### config.mk
export PLATFORM = sky130hd
export DESIGN_NAME = pill_counter_with_level_lock
export DESIGN_NICKNAME = d
export VERILOG_FILES = /design/src/sv/pcll_pkg.sv /design/src/sv/pill_counter_with_level_lock.sv /design/src/sv/pcll_datapath.sv /design/src/sv/pcll_controller.sv
export VERILOG_INCLUDE_DIRS = /design/src /design/src/sv
export SDC_FILE = /design/constraint.sdc
export NUM_CORES = 1
export LEC_CHECK = 0
export ABC_CLOCK_PERIOD_IN_PS = 7600
export BUFFER_PORTS_ARGS = -buffer_cell sky130_fd_sc_hd__buf_4
export CAP_MARGIN = 0
export CORE_ASPECT_RATIO = 1.75
export CORE_MARGIN = 2
export CORE_UTILIZATION = 59
export DETAILED_ROUTE_END_ITERATION = 8
export GPL_ROUTABILITY_DRIVEN = 0
export PLACE_DENSITY_LB_ADDON = 0.12
export SYNTH_ARGS = -nofsm -noshare
export SYNTH_HDL_FRONTEND = slang
export SYNTH_SLANG_ARGS = --single-unit
### constraint.sdc
create_clock -name aclk -period 7.6 [get_ports aclk]
set_input_delay 1.14 -clock aclk [delete_from_list [all_inputs] [get_ports aclk]]
set_output_delay 1.14 -clock aclk [all_outputs]
set_load 0.01 [all_outputs]
### src/sv/pill_counter_with_level_lock_assert.svh
// assertion macros used by the controller rtl file
`ifndef PILL_COUNTER_WITH_LEVEL_LOCK_ASSERT_SVH
`define PILL_COUNTER_WITH_LEVEL_LOCK_ASSERT_SVH

`ifndef SYNTHESIS
`define PCLL_ASSERT_IMP(lbl, clk, rstn, ante, cons, msg) \
    lbl: assert property (@(posedge clk) disable iff (!rstn) (ante) |-> (cons)) \
        else $error(msg);
`define PCLL_ASSERT_NXT(lbl, clk, rstn, ante, cons, msg) \
    lbl: assert property (@(posedge clk) disable iff (!rstn) (ante) |=> (cons)) \
        else $error(msg);
`else
`define PCLL_ASSERT_IMP(lbl, clk, rstn, ante, cons, msg)
`define PCLL_ASSERT_NXT(lbl, clk, rstn, ante, cons, msg)
`endif

`endif

### src/sv/pcll_pkg.sv
package pcll_pkg;

    localparam int DEF_COUNT_MAX = 999;
    localparam int DEF_TIME_BITS = 32;

    localparam int CFG_DATA_W = 20;
    localparam int CFG_IDX_W  = 3;
    localparam int PCT_W      = 7;
    localparam int RAW_W      = 10;
    localparam int ECHO_W     = 15;
    localparam int TGT_W      = 10;
    localparam int NOW_W      = 32;
    localparam int RUN_W      = 4;
    localparam int IN_TDATA_W = 104;
    localparam int IN_TUSER_W = 2;

    localparam logic [1:0] CMD_SAMPLE     = 2'd0;
    localparam logic [1:0] CMD_SET_TARGET = 2'd1;
    localparam logic [1:0] CMD_RESET_CNT  = 2'd2;
    localparam logic [1:0] CMD_OTHER      = 2'd3;

    localparam logic [CFG_IDX_W-1:0] CFG_HIGH_PCT    = 3'd0;
    localparam logic [CFG_IDX_W-1:0] CFG_LOW_PCT     = 3'd1;
    localparam logic [CFG_IDX_W-1:0] CFG_RUN_NEEDED  = 3'd2;
    localparam logic [CFG_IDX_W-1:0] CFG_NEAR_LIMIT  = 3'd3;
    localparam logic [CFG_IDX_W-1:0] CFG_LOCKOUT     = 3'd4;
    localparam logic [CFG_IDX_W-1:0] CFG_STATUS_PER  = 3'd5;
    localparam logic [CFG_IDX_W-1:0] CFG_COMM_TMO    = 3'd6;

    localparam logic [6:0]  RST_HIGH_PCT   = 7'd80;
    localparam logic [6:0]  RST_LOW_PCT    = 7'd75;
    localparam logic [3:0]  RST_RUN_NEEDED = 4'd10;
    localparam logic [14:0] RST_NEAR_LIMIT = 15'd588;
    localparam logic [15:0] RST_LOCKOUT    = 16'd150;
    localparam logic [15:0] RST_STATUS_PER = 16'd200;
    localparam logic [19:0] RST_COMM_TMO   = 20'd30000;

    localparam logic [TGT_W-1:0] TARGET_MAX  = 10'd999;
    localparam logic [TGT_W-1:0] WATER_DIV   = 10'd1023;
    localparam logic [PCT_W-1:0] PCT_FULL    = 7'd100;

    typedef struct packed {
        logic latch;
        logic div_load_prog;
        logic div_step;
        logic water_wr;
        logic eval;
        logic prog_wr;
        logic out_load;
    } pcll_ctrl_t;

    typedef struct packed {
        logic is_sample;
        logic div_done;
        logic need_prog;
        logic out_free;
    } pcll_stat_t;

endpackage

### src/sv/pill_counter_with_level_lock.sv
// steps per item: latch, water percent (samples only), evaluate and output load; when the
// progress percent is recomputed, a bit-serial divide of count bits + 7 = 17 quotient bits
// at default comes before the output load, which waits while the previous result still waits
// there. flow: one item at a time, the next is taken only after the result is loaded; the
// bit-serial progress divider makes one quotient bit a cycle
// reset: synchronous active-low aresetn clears most state and loads default register values
module pill_counter_with_level_lock
    import pcll_pkg::*;
#(
    parameter int COUNT_MAX = DEF_COUNT_MAX,
    parameter int TIME_BITS = DEF_TIME_BITS,
    localparam int CNT_W    = $clog2(COUNT_MAX + 1),
    localparam int OUT_W    = ((CNT_W + 2 * PCT_W + 5 + 7) / 8) * 8
) (
    input  logic                  aclk,
    input  logic                  aresetn,
    input  logic                  cfg_we,
    input  logic [CFG_IDX_W-1:0]  cfg_index,
    input  logic [CFG_DATA_W-1:0] cfg_data,
    input  logic                  s_tvalid,
    output logic                  s_tready,
    // now_ms, water_raw, echo_first, echo_second, echo_third, target_value, zero pad
    input  logic [IN_TDATA_W-1:0] s_tdata,
    // cmd
    input  logic [IN_TUSER_W-1:0] s_tuser,
    output logic                  m_tvalid,
    input  logic                  m_tready,
    // item_count, progress_pct, water_pct, level_locked, high_alert, counted_now,
    // status_due, comm_lost, zero pad
    output logic [OUT_W-1:0]      m_tdata
);

    pcll_ctrl_t ctrl;
    pcll_stat_t stat;

    pcll_datapath #(
        .COUNT_MAX (COUNT_MAX),
        .TIME_BITS (TIME_BITS)
    ) u_datapath (
        .aclk      (aclk),
        .aresetn   (aresetn),
        .cfg_we    (cfg_we),
        .cfg_index (cfg_index),
        .cfg_data  (cfg_data),
        .s_tdata   (s_tdata),
        .s_tuser   (s_tuser),
        .m_tvalid  (m_tvalid),
        .m_tready  (m_tready),
        .m_tdata   (m_tdata),
        .ctrl      (ctrl),
        .stat      (stat)
    );

    pcll_controller u_controller (
        .aclk     (aclk),
        .aresetn  (aresetn),
        .s_tvalid (s_tvalid),
        .s_tready (s_tready),
        .stat     (stat),
        .ctrl     (ctrl)
    );

endmodule

### src/sv/pcll_datapath.sv
module pcll_datapath
    import pcll_pkg::*;
#(
    parameter int COUNT_MAX = DEF_COUNT_MAX,
    parameter int TIME_BITS = DEF_TIME_BITS,
    localparam int CNT_W    = $clog2(COUNT_MAX + 1),
    localparam int OUT_W    = ((CNT_W + 2 * PCT_W + 5 + 7) / 8) * 8
) (
    input  logic                  aclk,
    input  logic                  aresetn,
    input  logic                  cfg_we,
    input  logic [CFG_IDX_W-1:0]  cfg_index,
    input  logic [CFG_DATA_W-1:0] cfg_data,
    input  logic [IN_TDATA_W-1:0] s_tdata,
    input  logic [IN_TUSER_W-1:0] s_tuser,
    output logic                  m_tvalid,
    input  logic                  m_tready,
    output logic [OUT_W-1:0]      m_tdata,
    input  pcll_ctrl_t            ctrl,
    output pcll_stat_t            stat
);

    localparam int PROD_W  = CNT_W + PCT_W;
    localparam int DVD_W   = PROD_W;
    localparam int DCNT_W  = $clog2(DVD_W + 1);
    localparam int CMP_W   = TIME_BITS > CFG_DATA_W ? TIME_BITS : CFG_DATA_W;
    localparam int WPROD_W = RAW_W + PCT_W;

    // configuration
    logic [PCT_W-1:0]      high_pct_reg, low_pct_reg;
    logic [RUN_W-1:0]      run_needed_reg;
    logic [ECHO_W-1:0]     near_limit_reg;
    logic [15:0]           lockout_reg, status_per_reg;
    logic [CFG_DATA_W-1:0] comm_tmo_reg;

    always_ff @(posedge aclk) begin
        if (!aresetn) begin
            high_pct_reg   <= RST_HIGH_PCT;
            low_pct_reg    <= RST_LOW_PCT;
            run_needed_reg <= RST_RUN_NEEDED;
            near_limit_reg <= RST_NEAR_LIMIT;
            lockout_reg    <= RST_LOCKOUT;
            status_per_reg <= RST_STATUS_PER;
            comm_tmo_reg   <= RST_COMM_TMO;
        end else if (cfg_we) begin
            case (cfg_index)
                CFG_HIGH_PCT:   high_pct_reg   <= cfg_data[PCT_W-1:0];
                CFG_LOW_PCT:    low_pct_reg    <= cfg_data[PCT_W-1:0];
                CFG_RUN_NEEDED: run_needed_reg <= cfg_data[RUN_W-1:0];
                CFG_NEAR_LIMIT: near_limit_reg <= cfg_data[ECHO_W-1:0];
                CFG_LOCKOUT:    lockout_reg    <= cfg_data[15:0];
                CFG_STATUS_PER: status_per_reg <= cfg_data[15:0];
                CFG_COMM_TMO:   comm_tmo_reg   <= cfg_data;
                default: ;
            endcase
        end
    end

    // latched item
    logic [1:0]        cmd_reg;
    logic [NOW_W-1:0]  now_reg;
    logic [RAW_W-1:0]  raw_reg;
    logic [ECHO_W-1:0] e1_reg, e2_reg, e3_reg;
    logic [TGT_W-1:0]  tv_reg;

    always_ff @(posedge aclk) begin
        if (ctrl.latch) begin
            cmd_reg <= s_tuser;
            now_reg <= s_tdata[31:0];
            raw_reg <= s_tdata[41:32];
            e1_reg  <= s_tdata[56:42];
            e2_reg  <= s_tdata[71:57];
            e3_reg  <= s_tdata[86:72];
            tv_reg  <= s_tdata[96:87];
        end
    end

    // block state
    logic [RUN_W-1:0]     high_run_reg;
    logic                 lock_reg, alert_sent_reg, known_reg, tmo_reg;
    logic [TGT_W-1:0]     target_reg;
    logic [CNT_W-1:0]     count_reg;
    logic [PCT_W-1:0]     prog_reg, water_reg;
    logic [TIME_BITS-1:0] lockout_end_reg, last_status_reg, last_serial_reg;
    logic                 alert_reg, counted_reg, due_reg;

    // water percent: divide by 1023 as 1024 - 1, high bits then one correction
    logic [WPROD_W-1:0] water_prod;
    logic [PCT_W-1:0]   water_q0, water_pct;
    logic [RAW_W:0]     water_rem;

    assign water_prod = WPROD_W'(raw_reg) * WPROD_W'(PCT_FULL);
    assign water_q0   = water_prod[WPROD_W-1:RAW_W];
    assign water_rem  = {1'b0, water_prod[RAW_W-1:0]} + (RAW_W+1)'(water_q0);
    assign water_pct  = water_q0 + PCT_W'(water_rem >= {1'b0, WATER_DIV});

    // bit-serial restoring divider
    logic [TGT_W-1:0]  rem_reg, dvs_reg;
    logic [DVD_W-1:0]  quo_reg;
    logic [DCNT_W-1:0] dcnt_reg;
    logic [TGT_W:0]    rem_shift;
    logic              rem_ge;

    assign rem_shift = {rem_reg, quo_reg[DVD_W-1]};
    assign rem_ge    = rem_shift >= {1'b0, dvs_reg};

    always_ff @(posedge aclk) begin
        if (!aresetn) begin
            dcnt_reg <= '0;
        end else if (ctrl.div_load_prog) begin
            dcnt_reg <= DCNT_W'(DVD_W);
        end else if (ctrl.div_step && dcnt_reg != '0) begin
            dcnt_reg <= dcnt_reg - 1'b1;
        end
    end

    always_ff @(posedge aclk) begin
        if (ctrl.div_load_prog) begin
            rem_reg <= '0;
            quo_reg <= DVD_W'(count_reg) * DVD_W'(PCT_FULL);
            dvs_reg <= target_reg;
        end else if (ctrl.div_step && dcnt_reg != '0) begin
            rem_reg <= rem_ge ? TGT_W'(rem_shift - {1'b0, dvs_reg}) : rem_shift[TGT_W-1:0];
            quo_reg <= {quo_reg[DVD_W-2:0], rem_ge};
        end
    end

    // step evaluation
    logic                 is_sample, is_set, is_reset;
    logic                 tgt_ok, known_next;
    logic [TGT_W-1:0]     target_next;
    logic [TIME_BITS-1:0] now_t, serial_next, silence, since_status;
    logic                 tmo_hit, due_next;
    logic                 is_high, is_low, lock_next, alert_next, alert_sent_next;
    logic [RUN_W-1:0]     run_inc, run_next;
    logic                 near_all, counted_next;
    logic [CNT_W-1:0]     count_next;
    logic [PCT_W-1:0]     prog_next;

    always_comb begin
        is_sample   = cmd_reg == CMD_SAMPLE;
        is_set      = cmd_reg == CMD_SET_TARGET;
        is_reset    = cmd_reg == CMD_RESET_CNT;
        tgt_ok      = is_set && tv_reg <= TARGET_MAX;
        known_next  = known_reg || tgt_ok;
        target_next = tgt_ok ? tv_reg : target_reg;

        now_t        = TIME_BITS'(now_reg);
        serial_next  = is_sample ? last_serial_reg : now_t;
        silence      = now_t - serial_next;
        tmo_hit      = CMP_W'(silence) > CMP_W'(comm_tmo_reg);
        since_status = now_t - last_status_reg;
        due_next     = known_next && since_status >= TIME_BITS'(status_per_reg);

        is_high         = water_reg >= high_pct_reg;
        is_low          = water_reg <= low_pct_reg;
        run_inc         = high_run_reg < run_needed_reg ? high_run_reg + 1'b1 : high_run_reg;
        run_next        = high_run_reg;
        lock_next       = lock_reg;
        alert_sent_next = alert_sent_reg;
        alert_next      = 1'b0;
        if (is_sample) begin
            if (is_high) begin
                run_next = run_inc;
                if (run_inc >= run_needed_reg) begin
                    lock_next       = 1'b1;
                    alert_sent_next = 1'b1;
                    alert_next      = !alert_sent_reg;
                end
            end else if (is_low) begin
                run_next        = '0;
                lock_next       = 1'b0;
                alert_sent_next = 1'b0;
            end
        end

        near_all = e1_reg != '0 && e1_reg <= near_limit_reg &&
                   e2_reg != '0 && e2_reg <= near_limit_reg &&
                   e3_reg != '0 && e3_reg <= near_limit_reg;
        counted_next = is_sample && !lock_next && known_reg && near_all &&
                       now_t > lockout_end_reg;

        count_next = count_reg;
        if (is_reset) begin
            count_next = '0;
        end else if (counted_next && count_reg < CNT_W'(COUNT_MAX)) begin
            count_next = count_reg + 1'b1;
        end

        prog_next = prog_reg;
        if (is_reset || ((counted_next || due_next) && target_next == '0)) begin
            prog_next = '0;
        end
    end

    always_ff @(posedge aclk) begin
        if (!aresetn) begin
            high_run_reg    <= '0;
            lock_reg        <= 1'b0;
            alert_sent_reg  <= 1'b0;
            known_reg       <= 1'b0;
            tmo_reg         <= 1'b0;
            target_reg      <= '0;
            count_reg       <= '0;
            prog_reg        <= '0;
            water_reg       <= '0;
            lockout_end_reg <= '0;
            last_status_reg <= '0;
            last_serial_reg <= '0;
        end else begin
            if (ctrl.water_wr) begin
                water_reg <= water_pct;
            end
            if (ctrl.prog_wr) begin
                prog_reg <= quo_reg > DVD_W'(PCT_FULL) ? PCT_FULL : quo_reg[PCT_W-1:0];
            end
            if (ctrl.eval) begin
                high_run_reg    <= run_next;
                lock_reg        <= lock_next;
                alert_sent_reg  <= alert_sent_next;
                known_reg       <= known_next;
                target_reg      <= target_next;
                count_reg       <= count_next;
                prog_reg        <= prog_next;
                last_serial_reg <= serial_next;
                if (tmo_hit) begin
                    tmo_reg <= 1'b1;
                end
                if (counted_next) begin
                    lockout_end_reg <= now_t + TIME_BITS'(lockout_reg);
                end
                if (due_next) begin
                    last_status_reg <= now_t;
                end
            end
        end
    end

    always_ff @(posedge aclk) begin
        if (ctrl.eval) begin
            alert_reg   <= alert_next;
            counted_reg <= counted_next;
            due_reg     <= due_next;
        end
    end

    // output register
    logic             m_valid_reg;
    logic [OUT_W-1:0] m_data_reg;

    always_ff @(posedge aclk) begin
        if (!aresetn) begin
            m_valid_reg <= 1'b0;
        end else if (ctrl.out_load) begin
            m_valid_reg <= 1'b1;
        end else if (m_tready) begin
            m_valid_reg <= 1'b0;
        end
    end

    always_ff @(posedge aclk) begin
        if (ctrl.out_load) begin
            m_data_reg <= OUT_W'({tmo_reg, due_reg, counted_reg, alert_reg, lock_reg,
                                  water_reg, prog_reg, count_reg});
        end
    end

    assign m_tvalid = m_valid_reg;
    assign m_tdata  = m_data_reg;

    assign stat.is_sample = is_sample;
    assign stat.div_done  = dcnt_reg == '0;
    assign stat.need_prog = (counted_next || due_next) && target_next != '0;
    assign stat.out_free  = !m_valid_reg || m_tready;

endmodule

### src/sv/pcll_controller.sv
`include "pill_counter_with_level_lock_assert.svh"

module pcll_controller
    import pcll_pkg::*;
(
    input  logic       aclk,
    input  logic       aresetn,
    input  logic       s_tvalid,
    output logic       s_tready,
    input  pcll_stat_t stat,
    output pcll_ctrl_t ctrl
);

    typedef enum logic [5:0] {
        ST_IDLE   = 6'b000001,
        ST_START  = 6'b000010,
        ST_EVAL   = 6'b000100,
        ST_PSTART = 6'b001000,
        ST_PDIV   = 6'b010000,
        ST_FIN    = 6'b100000
    } pcll_state_t;

    pcll_state_t state_reg, state_next;
    logic        accept;

    assign s_tready = state_reg == ST_IDLE;
    assign accept   = s_tvalid && s_tready;

    always_comb begin
        state_next = state_reg;
        ctrl       = '0;
        case (state_reg)
            ST_IDLE: begin
                if (accept) begin
                    ctrl.latch = 1'b1;
                    state_next = ST_START;
                end
            end
            ST_START: begin
                if (stat.is_sample) begin
                    ctrl.water_wr = 1'b1;
                end
                state_next = ST_EVAL;
            end
            ST_EVAL: begin
                ctrl.eval  = 1'b1;
                state_next = stat.need_prog ? ST_PSTART : ST_FIN;
            end
            ST_PSTART: begin
                ctrl.div_load_prog = 1'b1;
                state_next         = ST_PDIV;
            end
            ST_PDIV: begin
                if (stat.div_done) begin
                    ctrl.prog_wr = 1'b1;
                    state_next   = ST_FIN;
                end else begin
                    ctrl.div_step = 1'b1;
                end
            end
            ST_FIN: begin
                if (stat.out_free) begin
                    ctrl.out_load = 1'b1;
                    state_next    = ST_IDLE;
                end
            end
            default: state_next = ST_IDLE;
        endcase
    end

    always_ff @(posedge aclk) begin
        if (!aresetn) begin
            state_reg <= ST_IDLE;
        end else begin
            state_reg <= state_next;
        end
    end

    `PCLL_ASSERT_IMP(a_out_free, aclk, aresetn, ctrl.out_load, stat.out_free, "result overwritten")
    `PCLL_ASSERT_NXT(a_one_item, aclk, aresetn, accept, !s_tready, "second item taken")
    `PCLL_ASSERT_NXT(a_pdiv_fin, aclk, aresetn, state_reg == ST_PDIV && stat.div_done, state_reg == ST_FIN, "progress not finished")
    `PCLL_ASSERT_NXT(a_eval_fin, aclk, aresetn, state_reg == ST_EVAL && !stat.need_prog, state_reg == ST_FIN, "needless divide")

endmodule

==> impl_metrics.xml <==
<?xml version="1.0" encoding="UTF-8"?>
<metrics>
  <group name="status">
    <metric name="result_of_the_run" unit="">finished clean</metric>
  </group>
  <group name="logic_synthesis">
    <metric name="synth_enable_flop_cells" unit="">156</metric>
    <metric name="post_synthesis_instance_area" unit="µm²">25700</metric>
    <metric name="synthTopCellsByArea" unit="">sky130_fd_sc_hd__dfxtp_1 19%, sky130_fd_sc_hd__edfxtp_1 18%, sky130_fd_sc_hd__ha_1 15%, sky130_fd_sc_hd__nand2_1 4.8%, sky130_fd_sc_hd__a21oi_1 4.3%</metric>
    <metric name="synth_warn" unit="">0</metric>
    <metric name="synth_cell_types" unit="">85</metric>
    <metric name="instance_count_of_the_mapped_netlist" unit="">2850</metric>
    <metric name="postSynthAreaPerCell" unit="µm²">9.00</metric>
    <metric name="synth-async-reset-ratio" unit="">0</metric>
    <metric name="postSynth.topFlopCell" unit="">sky130_fd_sc_hd__dfxtp_1</metric>
    <metric name="synth_seq_area_share" unit="">0.375</metric>
    <metric name="synthDominantAreaCellType" unit="">sky130_fd_sc_hd__dfxtp_1</metric>
    <metric name="number_of_synthesized_register_bits" unit="">403</metric>
    <metric name="synth_top_area_share" unit="">0.193</metric>
  </group>
  <group name="final_layout">
    <metric name="synthToLayoutAreaGrowth" unit="%">12.0</metric>
    <metric name="multiInputGateArea" unit="µm²">14700</metric>
    <metric name="finish.net_count" unit="">3409</metric>
    <metric name="layout.area.seq" unit="µm²">9630</metric>
    <metric name="layout.filler_cells" unit="">3621</metric>
    <metric name="drive_gt1_frac" unit="">0.0984</metric>
    <metric name="antenna_cells_inserted" unit="">0</metric>
    <metric name="finalNonFillerCells" unit="">3555</metric>
  </group>
  <group name="timing">
    <metric name="minimum_clock_period" unit="ns">6.28</metric>
    <metric name="tns" unit="ns">0</metric>
    <metric name="drv_slew" unit="">0</metric>
    <metric name="clock.fmax" unit="MHz">159</metric>
    <metric name="hold_viol" unit="">0</metric>
    <metric name="finalCritPeriodShare" unit="">0.826</metric>
    <metric name="timing.max_slew.rel_slack" unit="">0.167</metric>
    <metric name="grt_setup_unrepaired" unit="">no</metric>
    <metric name="finalClockSkew" unit="ns">0.0275</metric>
    <metric name="setup_ws" unit="ns">1.32</metric>
    <metric name="worst-slew-pin-transition" unit="ns">1.24</metric>
    <metric name="setup-violations-final" unit="">0</metric>
  </group>
  <group name="drt">
    <metric name="drt_iter0_markers" unit="">1125</metric>
    <metric name="wl_per_cell" unit="µm">19.0</metric>
    <metric name="drt_drc_violations_left" unit="">0</metric>
    <metric name="final_wirelength" unit="µm">67700</metric>
    <metric name="drt_first_pass_iters" unit="">5</metric>
    <metric name="vias_per_std_cell" unit="">6.12</metric>
    <metric name="routed-via-count" unit="">21773</metric>
    <metric name="ant_nets" unit="">0</metric>
  </group>
  <group name="critical_path">
    <metric name="worstPathArrival" unit="ns">6.70</metric>
    <metric name="critical-path-top-delay-family" unit="">adder cells</metric>
    <metric name="critical-path-slowest-cell" unit="">sky130_fd_sc_hd__fa_1</metric>
    <metric name="critPathCaptureType" unit="">register</metric>
    <metric name="worstSetupStartpoint" unit="">u_datapath.raw_reg[3]$_DFFE_PP_</metric>
    <metric name="path_cells" unit="">ha_1 &gt; ha_1 &gt; fa_1 &gt; ha_1 &gt; nor2b_1 &gt; o21ai_0 &gt; a21boi_0 &gt; o21a_1 &gt; or3_1 &gt; and2_1 &gt; ha_1 &gt; fa_1 &gt; a21o_1 &gt; or2_2 &gt; o221a_2 &gt; a311oi_1 &gt; o21a_1 &gt; ha_1 &gt; ha_1 &gt; and3_1 &gt; nand4b_1 &gt; xor2_1 &gt; mux2i_1 &gt; nor2_1</metric>
    <metric name="crit_path_max_incr_delay" unit="ns">0.48</metric>
    <metric name="setup.worst_path.class" unit="">register to register</metric>
    <metric name="crit_path_start_kind" unit="">register</metric>
    <metric name="critical_path.n_buffers_inverters" unit="">0</metric>
    <metric name="timing.critical_path.mode_cell" unit="">sky130_fd_sc_hd__ha_1</metric>
    <metric name="worst-path-max-fanout" unit="">4</metric>
    <metric name="r2r_start" unit="">u_datapath.raw_reg[3]$_DFFE_PP_</metric>
    <metric name="critical_path_required" unit="ns">8.02</metric>
  </group>
  <group name="placement">
    <metric name="post-place-cells" unit="">3481</metric>
    <metric name="post-place-ws" unit="ns">1.40</metric>
    <metric name="buffer_ports.inserted" unit="">157</metric>
    <metric name="final_hpwl_from_detailed_placement" unit="µm">50700</metric>
  </group>
  <group name="die">
    <metric name="core_region_area" unit="µm²">43200</metric>
    <metric name="design.die.area" unit="µm²">45200</metric>
    <metric name="row_count" unit="">101</metric>
    <metric name="die_y" unit="µm">280</metric>
    <metric name="ios" unit="">168</metric>
    <metric name="die_width" unit="µm">162</metric>
    <metric name="start_util" unit="">0.594</metric>
  </group>
  <group name="clock_network">
    <metric name="cts.hold.buffers_added" unit="">0</metric>
    <metric name="number_of_gates_resized_after_cts" unit="">0</metric>
    <metric name="clockRootBuffer" unit="">sky130_fd_sc_hd__clkbuf_16</metric>
    <metric name="tritoncts" unit="">done</metric>
    <metric name="clock_path_buffers" unit="">3</metric>
    <metric name="ctsHtreeMaxLevel" unit="">2</metric>
    <metric name="clock_sinks" unit="">403</metric>
    <metric name="path_clk_slew" unit="ns">0.06</metric>
    <metric name="cts_made_buffers" unit="">40</metric>
    <metric name="clk_latency" unit="ns">0.57</metric>
    <metric name="postCtsSetupBuffers" unit="">0</metric>
  </group>
  <group name="power_and_ir_drop">
    <metric name="post-layout-total-power" unit="W">0.00839</metric>
    <metric name="worst_ir_drop_vdd" unit="µV">346</metric>
    <metric name="leakage" unit="nW">11.8</metric>
    <metric name="power-per-cell-area" unit="nW/µm²">292</metric>
  </group>
  <group name="grt">
    <metric name="grt_remaining_overflow" unit="">0</metric>
    <metric name="grt_pass1_vias" unit="">21713</metric>
    <metric name="antenna_violations_before_repair" unit="">0</metric>
    <metric name="grt_max_degree" unit="">102</metric>
    <metric name="groute.usage.overall" unit="">0.296</metric>
    <metric name="wire_length_of_the_first_global_routing_pass" unit="µm">107000</metric>
  </group>
  <group name="min_path">
    <metric name="holdCritStartpoint" unit="">u_datapath.counted_reg$_DFFE_PN_</metric>
    <metric name="hold_path.class" unit="">register to register</metric>
  </group>
  <group name="run">
    <metric name="max_cap_violations" unit="">0</metric>
  </group>
</metrics>
==> stage by stage <==
stage	area, µm²	hold WS [ns]	utilization
after floorplan	25700	0.400	-
after global placement	27300	0.405	0.632
after detailed placement	27300	0.405	0.632
after CTS	28700	0.421	0.665
after global routing	28700	0.438	0.665
final	28700	0.420	0.665
==> cells in the final DEF, fill, tap and decap left out, types with 9 or more instances in the layout <==
master,instances
sky130_fd_sc_hd__and3_1,53
sky130_fd_sc_hd__nand2_1,327
sky130_fd_sc_hd__a21o_1,68
sky130_fd_sc_hd__nand3_1,48
sky130_fd_sc_hd__fa_1,15
sky130_fd_sc_hd__nand2b_1,19
sky130_fd_sc_hd__ha_1,303
sky130_fd_sc_hd__clkbuf_16,42
sky130_fd_sc_hd__or2_2,13
sky130_fd_sc_hd__nor4_1,33
sky130_fd_sc_hd__a211oi_1,55
sky130_fd_sc_hd__a2bb2oi_1,33
sky130_fd_sc_hd__nor2b_1,23
sky130_fd_sc_hd__o211ai_1,36
sky130_fd_sc_hd__nor3_1,35
sky130_fd_sc_hd__or3_1,11
sky130_fd_sc_hd__mux2i_1,68
sky130_fd_sc_hd__nand3b_1,12
sky130_fd_sc_hd__a21oi_1,222
sky130_fd_sc_hd__nor2_1,171
sky130_fd_sc_hd__edfxtp_1,156
sky130_fd_sc_hd__xnor2_1,72
sky130_fd_sc_hd__o311ai_1,30
sky130_fd_sc_hd__o311ai_0,9
sky130_fd_sc_hd__inv_1,245
sky130_fd_sc_hd__o21bai_1,13
sky130_fd_sc_hd__xor2_1,27
sky130_fd_sc_hd__o21ai_0,149
sky130_fd_sc_hd__dfxtp_1,247
sky130_fd_sc_hd__nand4_1,51
sky130_fd_sc_hd__o21a_1,23
sky130_fd_sc_hd__buf_4,179
sky130_fd_sc_hd__a31oi_1,10
==> logic make-up after synthesis <==
logic type / synth area share
and+or+nand+nor: 0.154
AOI/OAI and AO/OA: 0.194
DFF: 0.375
buffers and inverters: 0.0550
adders and majority gates: 0.159
other: 0.000146
xor gates and xnor gates: 0.0350
muxes: 0.0274
==> cells in the mapped netlist (10+ instances only) <==
cell / n
sky130_fd_sc_hd__a211oi_1: 55
sky130_fd_sc_hd__a21o_1: 68
sky130_fd_sc_hd__a21oi_1: 222
sky130_fd_sc_hd__a2bb2oi_1: 33
sky130_fd_sc_hd__a31oi_1: 10
sky130_fd_sc_hd__and3_1: 53
sky130_fd_sc_hd__buf_1: 10
sky130_fd_sc_hd__clkbuf_1: 97
sky130_fd_sc_hd__dfxtp_1: 247
sky130_fd_sc_hd__edfxtp_1: 156
sky130_fd_sc_hd__fa_1: 15
sky130_fd_sc_hd__ha_1: 303
sky130_fd_sc_hd__inv_1: 245
sky130_fd_sc_hd__mux2i_1: 68
sky130_fd_sc_hd__nand2_1: 327
sky130_fd_sc_hd__nand2b_1: 19
sky130_fd_sc_hd__nand3_1: 48
sky130_fd_sc_hd__nand3b_1: 12
sky130_fd_sc_hd__nand4_1: 51
sky130_fd_sc_hd__nor2_1: 174
sky130_fd_sc_hd__nor2b_1: 25
sky130_fd_sc_hd__nor3_1: 36
sky130_fd_sc_hd__nor4_1: 33
sky130_fd_sc_hd__o211ai_1: 36
sky130_fd_sc_hd__o21a_1: 23
sky130_fd_sc_hd__o21ai_0: 149
sky130_fd_sc_hd__o21bai_1: 13
sky130_fd_sc_hd__o311ai_1: 30
sky130_fd_sc_hd__or2_2: 13
sky130_fd_sc_hd__or3_1: 11
sky130_fd_sc_hd__xnor2_1: 72
sky130_fd_sc_hd__xor2_1: 28
==> final cells by class <==
type,count,share of cell area
inverters,248,0.0325
clock buffers,43,0.0367
clock inverters,31,0.0132
flip-flops and latches,403,0.335
multi-input cells,2085,0.511
repair buffers,179,0.0468
well taps,566,0.0246
==> final timing paths <==
check	endpoint	slack [ns]	depth (start not counted)
setup / recovery	u_datapath.water_reg[6]$_SDFFE_PN0P_	1.32	24
hold / removal	u_datapath.m_tdata[26]$_DFFE_PP_	0.42	0
setup reg to reg	u_datapath.water_reg[6]$_SDFFE_PN0P_	1.32	24
hold reg to reg	u_datapath.m_tdata[26]$_DFFE_PP_	0.42	0
==> per-layer routing <==
layer  part of all wire  global-route usage  up-vias  wire length (µm)
li1                   -                   -    10537                 -
met1               0.37               0.314    10353             25100
met2               0.52               0.547      650             34900
met3              0.046              0.0370      233              3090
met4              0.069               0.188        0              4640
met5                  0                   0        -                 0
==> report_power, final <==
part           switching [W]  internal, W
logic                0.00210      0.00146
clock network       0.000905      0.00126
registers           0.000200      0.00246
total                0.00321      0.00518
==> worst reg2reg max path: stages (launching register included) <==
cell and delay [ns]:
sky130_fd_sc_hd__edfxtp_1 0.45, sky130_fd_sc_hd__ha_1 0.31, sky130_fd_sc_hd__ha_1 0.32, sky130_fd_sc_hd__fa_1 0.48, sky130_fd_sc_hd__ha_1 0.35, sky130_fd_sc_hd__nor2b_1 0.14, sky130_fd_sc_hd__o21ai_0 0.23, sky130_fd_sc_hd__a21boi_0 0.18
sky130_fd_sc_hd__o21a_1 0.22, sky130_fd_sc_hd__or3_1 0.33, sky130_fd_sc_hd__and2_1 0.22, sky130_fd_sc_hd__ha_1 0.22, sky130_fd_sc_hd__fa_1 0.42, sky130_fd_sc_hd__a21o_1 0.23, sky130_fd_sc_hd__or2_2 0.30, sky130_fd_sc_hd__o221a_2 0.28
sky130_fd_sc_hd__a311oi_1 0.25, sky130_fd_sc_hd__o21a_1 0.20, sky130_fd_sc_hd__ha_1 0.18, sky130_fd_sc_hd__ha_1 0.18, sky130_fd_sc_hd__and3_1 0.18, sky130_fd_sc_hd__nand4b_1 0.12, sky130_fd_sc_hd__xor2_1 0.19, sky130_fd_sc_hd__mux2i_1 0.13
sky130_fd_sc_hd__nor2_1 0.05
(Power assumes the default switching activity.)
